[src/design/vnd_pkg.sv]
// shared types and constants for the vector distance block
`timescale 1ns / 1ps

package vnd_pkg;

    localparam int ELEM_W       = 16;
    localparam int TERM_W       = 2 * ELEM_W;
    localparam int SUM_W        = 46;
    localparam int OUT_W        = 28;
    localparam int ROOT_W       = SUM_W / 2;
    localparam int DIV_STEPS    = SUM_W;
    localparam int SQRT_STEPS   = SUM_W / 2;
    localparam int STEP_W       = $clog2(DIV_STEPS);
    localparam int CFG_IDX_W    = 1;
    localparam int CFG_DATA_W   = 1;
    localparam int MAX_ELEMENTS_DEF = 4096;

    localparam logic [CFG_IDX_W-1:0] CFG_DISTANCE_KIND = 1'd0;
    localparam logic [CFG_IDX_W-1:0] CFG_NORMALIZE     = 1'd1;

    typedef enum logic [2:0] {
        ST_ACCUM,
        ST_FLUSH,
        ST_DIV,
        ST_SQRT,
        ST_DONE
    } t_state;

    typedef struct packed {
        logic take;
        logic flush;
        logic div_step;
        logic sqrt_step;
        logic out_load;
    } t_dp_cmd;

    typedef struct packed {
        logic kind;
        logic normalize;
        logic cnt_zero;
        logic out_free;
    } t_dp_sts;

endpackage

[src/design/vnd_in_if.sv]
// element pair channel
`timescale 1ns / 1ps

interface vnd_in_if
    import vnd_pkg::*;
();
    logic                     valid;
    logic                     ready;
    logic signed [ELEM_W-1:0] elem_a;
    logic signed [ELEM_W-1:0] elem_b;
    logic                     last_element;

    modport source (output valid, elem_a, elem_b, last_element, input ready);
    modport sink   (input valid, elem_a, elem_b, last_element, output ready);
endinterface

[src/design/vnd_out_if.sv]
// distance result channel
`timescale 1ns / 1ps

interface vnd_out_if
    import vnd_pkg::*;
();
    logic             valid;
    logic             ready;
    logic [OUT_W-1:0] distance;

    modport source (output valid, distance, input ready);
    modport sink   (input valid, distance, output ready);
endinterface

[src/design/vnd_ctrl.sv]
// controller state machine for the vector distance block
`timescale 1ns / 1ps

module vnd_ctrl
    import vnd_pkg::*;
(
    input  logic    i_clk,
    input  logic    i_rst_n,
    input  logic    i_in_valid,
    input  logic    i_in_last,
    output logic    o_in_ready,
    input  t_dp_sts i_sts,
    output t_dp_cmd o_cmd
);

    t_state              r_state;
    t_state              n_state;
    logic [STEP_W-1:0]   r_step;
    logic                w_div_end;
    logic                w_sqrt_end;

    assign w_div_end  = (r_step == STEP_W'(DIV_STEPS - 1));
    assign w_sqrt_end = (r_step == STEP_W'(SQRT_STEPS - 1));

    always_ff @(posedge i_clk) begin
        if (!i_rst_n) begin
            r_state <= ST_ACCUM;
            r_step  <= '0;
        end else begin
            r_state <= n_state;
            if (r_state != n_state) begin
                r_step <= '0;
            end else if (r_state == ST_DIV || r_state == ST_SQRT) begin
                r_step <= r_step + 1'b1;
            end
        end
    end

    always_comb begin
        n_state = r_state;
        case (r_state)
            ST_ACCUM: begin
                if (i_in_valid && i_in_last) begin
                    n_state = ST_FLUSH;
                end
            end
            ST_FLUSH: begin
                if (i_sts.normalize && !i_sts.cnt_zero) begin
                    n_state = ST_DIV;
                end else if (i_sts.kind) begin
                    n_state = ST_SQRT;
                end else begin
                    n_state = ST_DONE;
                end
            end
            ST_DIV: begin
                if (w_div_end) begin
                    n_state = i_sts.kind ? ST_SQRT : ST_DONE;
                end
            end
            ST_SQRT: begin
                if (w_sqrt_end) begin
                    n_state = ST_DONE;
                end
            end
            ST_DONE: begin
                if (i_sts.out_free) begin
                    n_state = ST_ACCUM;
                end
            end
            default: begin
                n_state = ST_ACCUM;
            end
        endcase
    end

    always_comb begin
        o_in_ready      = 1'b0;
        o_cmd           = '0;
        case (r_state)
            ST_ACCUM: begin
                o_in_ready = 1'b1;
                o_cmd.take = i_in_valid;
            end
            ST_FLUSH: begin
                o_cmd.flush = 1'b1;
            end
            ST_DIV: begin
                o_cmd.div_step = 1'b1;
            end
            ST_SQRT: begin
                o_cmd.sqrt_step = 1'b1;
            end
            ST_DONE: begin
                o_cmd.out_load = i_sts.out_free;
            end
            default: begin
                o_in_ready = 1'b0;
            end
        endcase
    end

endmodule

[src/design/vnd_datapath.sv]
// accumulator, divider, square root and output register
`timescale 1ns / 1ps

module vnd_datapath
    import vnd_pkg::*;
#(
    parameter int MAX_ELEMENTS = MAX_ELEMENTS_DEF
) (
    input  logic                     i_clk,
    input  logic                     i_rst_n,
    input  logic                     i_cfg_we,
    input  logic [CFG_IDX_W-1:0]     i_cfg_index,
    input  logic [CFG_DATA_W-1:0]    i_cfg_wdata,
    input  logic signed [ELEM_W-1:0] i_elem_a,
    input  logic signed [ELEM_W-1:0] i_elem_b,
    input  t_dp_cmd                  i_cmd,
    output t_dp_sts                  o_sts,
    output logic                     o_out_valid,
    input  logic                     i_out_ready,
    output logic [OUT_W-1:0]         o_out_distance
);

    localparam int CNT_W = $clog2(MAX_ELEMENTS + 1);

    logic                     r_kind;
    logic                     r_normalize;
    logic [CNT_W-1:0]         r_count;
    logic [CNT_W-1:0]         r_div;
    logic [CNT_W-1:0]         r_drem;
    logic [TERM_W-1:0]        r_term;
    logic                     r_term_vld;
    logic [SUM_W-1:0]         r_sum;
    logic [SUM_W-1:0]         r_work;
    logic [ROOT_W-1:0]        r_root;
    logic [ROOT_W:0]          r_srem;
    logic                     r_out_valid;
    logic [OUT_W-1:0]         r_out_distance;

    logic                     w_room;
    logic signed [ELEM_W:0]   w_diff;
    logic signed [ELEM_W:0]   w_neg;
    logic [ELEM_W-1:0]        w_mag;
    logic [TERM_W-1:0]        w_sq;
    logic [SUM_W:0]           w_sum_ext;
    logic [SUM_W-1:0]         w_sum_add;
    logic [CNT_W:0]           w_dsh;
    logic [CNT_W:0]           w_dsub;
    logic                     w_dge;
    logic [ROOT_W+2:0]        w_ssh;
    logic [ROOT_W+2:0]        w_trial;
    logic [ROOT_W+2:0]        w_ssub;
    logic                     w_sge;
    logic [OUT_W-1:0]         w_result;

    // term stage
    assign w_room = (r_count < CNT_W'(MAX_ELEMENTS));
    assign w_diff = {i_elem_a[ELEM_W-1], i_elem_a} - {i_elem_b[ELEM_W-1], i_elem_b};
    assign w_neg  = -w_diff;
    assign w_mag  = w_diff[ELEM_W] ? w_neg[ELEM_W-1:0] : w_diff[ELEM_W-1:0];
    assign w_sq   = w_mag * w_mag;

    // saturating accumulate
    assign w_sum_ext = {1'b0, r_sum} + (r_term_vld ? (SUM_W + 1)'(r_term) : '0);
    assign w_sum_add = w_sum_ext[SUM_W] ? '1 : w_sum_ext[SUM_W-1:0];

    // restoring divide, one quotient bit a step
    assign w_dsh  = {r_drem, r_work[SUM_W-1]};
    assign w_dsub = w_dsh - {1'b0, r_div};
    assign w_dge  = (w_dsh >= {1'b0, r_div});

    // square root, one root bit a step
    assign w_ssh   = {r_srem, r_work[SUM_W-1:SUM_W-2]};
    assign w_trial = {1'b0, r_root, 2'b01};
    assign w_ssub  = w_ssh - w_trial;
    assign w_sge   = (w_ssh >= w_trial);

    always_comb begin
        if (r_kind) begin
            w_result = OUT_W'(r_root);
        end else if (r_work[SUM_W-1:OUT_W] != '0) begin
            w_result = '1;
        end else begin
            w_result = r_work[OUT_W-1:0];
        end
    end

    always_ff @(posedge i_clk) begin
        if (!i_rst_n) begin
            r_kind      <= 1'b0;
            r_normalize <= 1'b0;
            r_count     <= '0;
            r_term_vld  <= 1'b0;
            r_sum       <= '0;
            r_out_valid <= 1'b0;
        end else begin
            if (i_cfg_we) begin
                case (i_cfg_index)
                    CFG_DISTANCE_KIND: r_kind      <= i_cfg_wdata[0];
                    CFG_NORMALIZE:     r_normalize <= i_cfg_wdata[0];
                    default:           r_kind      <= r_kind;
                endcase
            end

            if (i_cmd.flush) begin
                r_sum      <= '0;
                r_count    <= '0;
                r_term_vld <= 1'b0;
            end else begin
                r_sum      <= w_sum_add;
                r_term_vld <= i_cmd.take && w_room;
                if (i_cmd.take && w_room) begin
                    r_count <= r_count + 1'b1;
                end
            end

            if (i_cmd.out_load) begin
                r_out_valid <= 1'b1;
            end else if (i_out_ready) begin
                r_out_valid <= 1'b0;
            end
        end
    end

    always_ff @(posedge i_clk) begin
        if (i_cmd.take) begin
            r_term <= r_kind ? w_sq : TERM_W'(w_mag);
        end

        if (i_cmd.flush) begin
            r_work <= w_sum_add;
            r_div  <= r_count;
            r_drem <= '0;
            r_srem <= '0;
            r_root <= '0;
        end else if (i_cmd.div_step) begin
            r_work <= {r_work[SUM_W-2:0], w_dge};
            r_drem <= w_dge ? w_dsub[CNT_W-1:0] : w_dsh[CNT_W-1:0];
        end else if (i_cmd.sqrt_step) begin
            r_work <= {r_work[SUM_W-3:0], 2'b00};
            r_srem <= w_sge ? w_ssub[ROOT_W:0] : w_ssh[ROOT_W:0];
            r_root <= {r_root[ROOT_W-2:0], w_sge};
        end

        if (i_cmd.out_load) begin
            r_out_distance <= w_result;
        end
    end

    assign o_sts.kind      = r_kind;
    assign o_sts.normalize = r_normalize;
    assign o_sts.cnt_zero  = (r_count == '0);
    assign o_sts.out_free  = !r_out_valid || i_out_ready;

    assign o_out_valid    = r_out_valid;
    assign o_out_distance = r_out_distance;

endmodule

[src/design/vector_norm_distance.sv]
// top level of the L1 / L2 vector distance block
// after the last pair: flush, then divide (normalize, nonzero count), root (L2) and done states
// throughput: one element pair per cycle within a vector
// per vector the pair input stalls after the last pair through the finishing states,
// set by the bit-serial divider and the two-bit-per-step square root, longer while a result waits
// reset is synchronous, active low: clears the config registers, sum, count and output valid
`timescale 1ns / 1ps

module vector_norm_distance
    import vnd_pkg::*;
#(
    parameter int MAX_ELEMENTS = MAX_ELEMENTS_DEF
) (
    input  logic                  i_clk,
    input  logic                  i_rst_n,
    vnd_in_if.sink                i_pair,
    vnd_out_if.source             o_dist,
    input  logic                  i_cfg_we,
    input  logic [CFG_IDX_W-1:0]  i_cfg_index,
    input  logic [CFG_DATA_W-1:0] i_cfg_wdata
);

    t_dp_cmd          w_cmd;
    t_dp_sts          w_sts;
    logic             w_in_ready;
    logic             w_out_valid;
    logic [OUT_W-1:0] w_out_distance;

    vnd_ctrl u_ctrl (
        .i_clk      (i_clk),
        .i_rst_n    (i_rst_n),
        .i_in_valid (i_pair.valid),
        .i_in_last  (i_pair.last_element),
        .o_in_ready (w_in_ready),
        .i_sts      (w_sts),
        .o_cmd      (w_cmd)
    );

    vnd_datapath #(
        .MAX_ELEMENTS (MAX_ELEMENTS)
    ) u_datapath (
        .i_clk          (i_clk),
        .i_rst_n        (i_rst_n),
        .i_cfg_we       (i_cfg_we),
        .i_cfg_index    (i_cfg_index),
        .i_cfg_wdata    (i_cfg_wdata),
        .i_elem_a       (i_pair.elem_a),
        .i_elem_b       (i_pair.elem_b),
        .i_cmd          (w_cmd),
        .o_sts          (w_sts),
        .o_out_valid    (w_out_valid),
        .i_out_ready    (o_dist.ready),
        .o_out_distance (w_out_distance)
    );

    assign i_pair.ready    = w_in_ready;
    assign o_dist.valid    = w_out_valid;
    assign o_dist.distance = w_out_distance;

endmodule

[src/flat_wrapper.sv]
// flat-port wrapper written by rule: the top's interface ports become plain ports
module vector_norm_distance_flat import vnd_pkg::*;
#(
    parameter int MAX_ELEMENTS = MAX_ELEMENTS_DEF
)
  (i_clk, i_rst_n, i_cfg_we, i_cfg_index, i_cfg_wdata, i_pair_valid, i_pair_elem_a, i_pair_elem_b, i_pair_last_element, i_pair_ready, o_dist_valid, o_dist_distance, o_dist_ready);
  vnd_in_if i_pair_i ();
  vnd_out_if o_dist_i ();
  input  logic i_clk;
  input  logic i_rst_n;
  input  logic i_cfg_we;
  input  logic [CFG_IDX_W-1:0] i_cfg_index;
  input  logic [CFG_DATA_W-1:0] i_cfg_wdata;
  input wire logic [$bits(i_pair_i.valid)-1:0] i_pair_valid;
  input wire logic [$bits(i_pair_i.elem_a)-1:0] i_pair_elem_a;
  input wire logic [$bits(i_pair_i.elem_b)-1:0] i_pair_elem_b;
  input wire logic [$bits(i_pair_i.last_element)-1:0] i_pair_last_element;
  output wire logic [$bits(i_pair_i.ready)-1:0] i_pair_ready;
  output wire logic [$bits(o_dist_i.valid)-1:0] o_dist_valid;
  output wire logic [$bits(o_dist_i.distance)-1:0] o_dist_distance;
  input wire logic [$bits(o_dist_i.ready)-1:0] o_dist_ready;
  assign i_pair_i.valid = i_pair_valid;
  assign i_pair_i.elem_a = i_pair_elem_a;
  assign i_pair_i.elem_b = i_pair_elem_b;
  assign i_pair_i.last_element = i_pair_last_element;
  assign i_pair_ready = i_pair_i.ready;
  assign o_dist_valid = o_dist_i.valid;
  assign o_dist_distance = o_dist_i.distance;
  assign o_dist_i.ready = o_dist_ready;
  vector_norm_distance #(.MAX_ELEMENTS(MAX_ELEMENTS)) u_core (.i_clk(i_clk), .i_rst_n(i_rst_n), .i_pair(i_pair_i), .o_dist(o_dist_i), .i_cfg_we(i_cfg_we), .i_cfg_index(i_cfg_index), .i_cfg_wdata(i_cfg_wdata));
endmodule
[config.mk]
export PLATFORM = sky130hd
export DESIGN_NAME = vector_norm_distance_flat
export DESIGN_NICKNAME = d
export VERILOG_FILES = /design/src/design/vnd_pkg.sv /design/src/design/vnd_in_if.sv /design/src/design/vnd_out_if.sv /design/src/design/vnd_ctrl.sv /design/src/design/vnd_datapath.sv /design/src/design/vector_norm_distance.sv /design/src/flat_wrapper.sv
export SDC_FILE = /design/constraint.sdc
export NUM_CORES = 1
export LEC_CHECK = 0
export CAP_MARGIN = 20
export CORE_MARGIN = 2
export CORE_UTILIZATION = 30
export DETAILED_ROUTE_END_ITERATION = 10
export DONT_BUFFER_PORTS = 1
export PLACE_DENSITY = 0.44
export SLEW_MARGIN = 15
export SYNTH_ARGS = -nofsm -noshare
export SYNTH_HDL_FRONTEND = slang
export SYNTH_HIERARCHICAL = 1
export SYNTH_SLANG_ARGS = --single-unit
[constraint.sdc]
create_clock -name i_clk -period 13.21 [get_ports i_clk]
set_input_delay 1.9815 -clock i_clk [delete_from_list [all_inputs] [get_ports i_clk]]
set_output_delay 1.9815 -clock i_clk [all_outputs]
set_load 0.02 [all_outputs]
==> impl_metrics.env <==
export IMPL_clkLatencyLatePin_ps=590
export IMPL_path_buf_inv=7
export IMPL_vias=17200
export IMPL_post_cts_buffers=0
export IMPL_syn_avg_cell_area_um2=8.76
export IMPL_start_kind="input port"
export IMPL_n_fill_cell=7685
export IMPL_mappedNetlistArea_mm2=0.0225
export IMPL_routed_wl_mm=56.7
export IMPL_period_share_pct=83.0
export IMPL_synth_flop_cell="dfxtp_1"
export IMPL_finalMaxSlewViolations=0
export IMPL_grt_pass1_wl_mm=94.3
export IMPL_syn_nets=2968
export IMPL_finalCriticalPeriod_ps=10970
export IMPL_status="finished, final reports clean"
export IMPL_antenna_cells=0
export IMPL_clock_path_buffers=3
export IMPL_placement_io_buffers=0
export IMPL_io_pins=70
export IMPL_critPathArrivalTime_ps=11300
export IMPL_grt_max_degree=171
export IMPL_cts_resized_gates=0
export IMPL_core_area_mm2=0.0744
export IMPL_die_area_mm2=0.0773
export IMPL_drt_iter0_markers=937
export IMPL_worst_pin_slew_ps=885
export IMPL_hold_slack_ps=445
export IMPL_die_y_um=278
export IMPL_ys_seq_area_share_pct=27.6
export IMPL_cts_root_buf="clkbuf_16"
export IMPL_cts_tree="done"
export IMPL_critPathMaxStageDelay_ps=550
export IMPL_postRouteAntennaNets=0
export IMPL_fin_nets=2918
export IMPL_post_dp_hpwl_mm=43.4
export IMPL_synth_top_area_share_pct=15.9
export IMPL_synth_cells=2572
export IMPL_async_reset_ff_share_pct=0
export IMPL_holdBufCountCts=0
export IMPL_hold_path_class="reg2reg"
export IMPL_synth_seq_cells=251
export IMPL_firstDrtPassIters=5
export IMPL_layout_drive_gt1_share_pct=5.03
export IMPL_grt_overflow=0
export IMPL_place_gp_congestion=0.836
export IMPL_finalSetupTns_ps=0
export IMPL_rows=100
export IMPL_grt_setup_unrepaired="no"
export IMPL_relSlewSlack_pct=41.0
export IMPL_critPathKind="in2reg"
export IMPL_setup_viol=0
export IMPL_start_util_pct=30.3
export IMPL_final_common_cell="inv_1"
export IMPL_crit_fanout=15
export IMPL_drv_cap=0
export IMPL_fin_skew_ps=39.8
export IMPL_cp_top_family="adder cells"
export IMPL_vias_per_cell=4.90
export IMPL_first_global_vias=17700
export IMPL_numCtsBuffers=29
export IMPL_synthDistinctLibCells=89
export IMPL_critical_path_slowest_cell="fa_1"
export IMPL_yosys_top_cells_area="edfxtp_1 (16%), fa_1 (15%), dfxtp_1 (12%), ha_1 (10%), inv_1 (5.9%)"
export IMPL_drc=0
export IMPL_hold_viol_final=0
export IMPL_clock_sinks=251
export IMPL_dieWidth_um=278
export IMPL_yosysTopAreaCell="edfxtp_1"
export IMPL_layout_common_cells="inv_1 (353), nor2_1 (297), a21oi_1 (193)"
export IMPL_area_growth_pct=8.88
export IMPL_grt_total_usage_pct=14.8
export IMPL_place_area_mm2=0.0235
export IMPL_synth_edf_count=119
export IMPL_post_route_cell_area_mm2=0.0245
export IMPL_fmax_mhz=91.2
export IMPL_synth_warnings=6
export IMPL_cts_clk_slew_worst_paths_ps=60
export IMPL_worst_setup_path_end_kind="flop"
export IMPL_avgRoutedWirePerCell_um=16.1
export IMPL_cts_htree_levels=1
export IMPL_worstPathRequired_ps=13540
export IMPL_antenna_found_initial=0
==> per-layer routing <==
layer	global-route usage, %	wire length [um]	vias up
met5	0	0	-
met4	3.56	1150	0
met3	1.54	1780	65
met2	26.4	27700	239
met1	19.2	26000	8315
li1	-	-	8604
==> per-stage QoR <==
step / std cells / utilization (%) / worst slack [ps]
2_1_floorplan: 2572 / - / 2670
3_3_place_gp: 3459 / 31.6 / 1870
3_5_place_dp: 3459 / 31.6 / 1640
4_1_cts: 3513 / 32.9 / 2250
5_1_grt: 3514 / 33.0 / 1610
6_report: 3514 / 33.0 / 2240
==> flip-flops by register name (all words and copies together) (netlist names) <==
signal,flops
u_core/u_datapath/r_root,23
u_core/u_datapath/o_out_valid,1
u_core/u_datapath/r_div,13
u_core/u_datapath/r_term,32
u_core/u_datapath/r_drem,13
u_core/u_datapath/r_count,13
u_core/u_datapath/r_sum,46
u_core/u_datapath/r_work,46
u_core/u_datapath/o_out_distance,28
u_core/u_ctrl/r_step,6
u_core/u_datapath/r_srem,24
u_core/u_datapath/r_kind,1
u_core/u_datapath/r_normalize,1
u_core/u_ctrl/r_state,3
u_core/u_datapath/r_term_vld,1
==> synth_stat cells, types with 23 or more instances <==
library cell,count
a21o_1,64
and2_1,45
a211oi_1,82
nand3_1,28
nand2b_1,27
clkbuf_1,92
nor2_1,298
a21oi_1,193
dfxtp_1,132
inv_1,353
ha_1,189
fa_1,167
o21ai_0,71
xor2_1,51
nand2_1,176
nor2b_1,61
xnor2_1,69
nor3_1,49
edfxtp_1,119
a22oi_1,23
==> logic make-up (layout without fill, tap and decap cells) <==
| logic type | after synthesis | in the layout | synth area share (%) |
|---|---|---|---|
| AOI/OAI and AO/OA | 574 | 574 | 16.7 |
| xor gates and xnor gates | 121 | 121 | 4.74 |
| buffers and inverters | 467 | 440 | 8.02 |
| DFF | 251 | 251 | 27.6 |
| adders and majority gates | 356 | 356 | 25.3 |
| muxes | 25 | 25 | 1.13 |
| and+or+nand+nor | 778 | 778 | 16.5 |
==> path summary, 6_finish.rpt <==
kind | slack [ps] | start | depth (start not counted) | end
max | 2240 | i_pair_elem_a[0] | 35 | u_core/u_datapath/r_term[31]
min | 440 | u_core/u_datapath/r_root[5] | 2 | u_core/u_datapath/r_root[6]
max reg2reg | 8220 | u_core/u_datapath/r_term_vld | 14 | u_core/u_datapath/r_work[43]
min reg2reg | 440 | u_core/u_datapath/r_root[5] | 2 | u_core/u_datapath/r_root[6]
==> worst register-to-register path: cells and delay by family, from the launching register on <==
kind | cells | cell delay [ps]
muxes | 1 | 110
adders and majority gates | 1 | 290
buffers and inverters | 1 | 300
AOI/OAI and AO/OA | 9 | 2240
and+or+nand+nor | 2 | 950
DFF | 1 | 810
==> cell type report <==
| class | instances | area (um^2) | area share (%) |
|---|---|---|---|
| Sequential cell | 251 | 6220 | 25.3 |
| Inverter | 357 | 1340 | 5.46 |
| Clock inverter | 12 | 134 | 0.546 |
| Timing Repair Buffer | 29 | 243 | 0.989 |
| Clock buffer | 42 | 835 | 3.40 |
| Multi-Input combinational cell | 1854 | 14600 | 59.3 |
| Tap cell | 969 | 1210 | 4.94 |
Power is not shown: default switching activity piles up to over one toggle a cycle in this logic, so the estimate is an artifact.
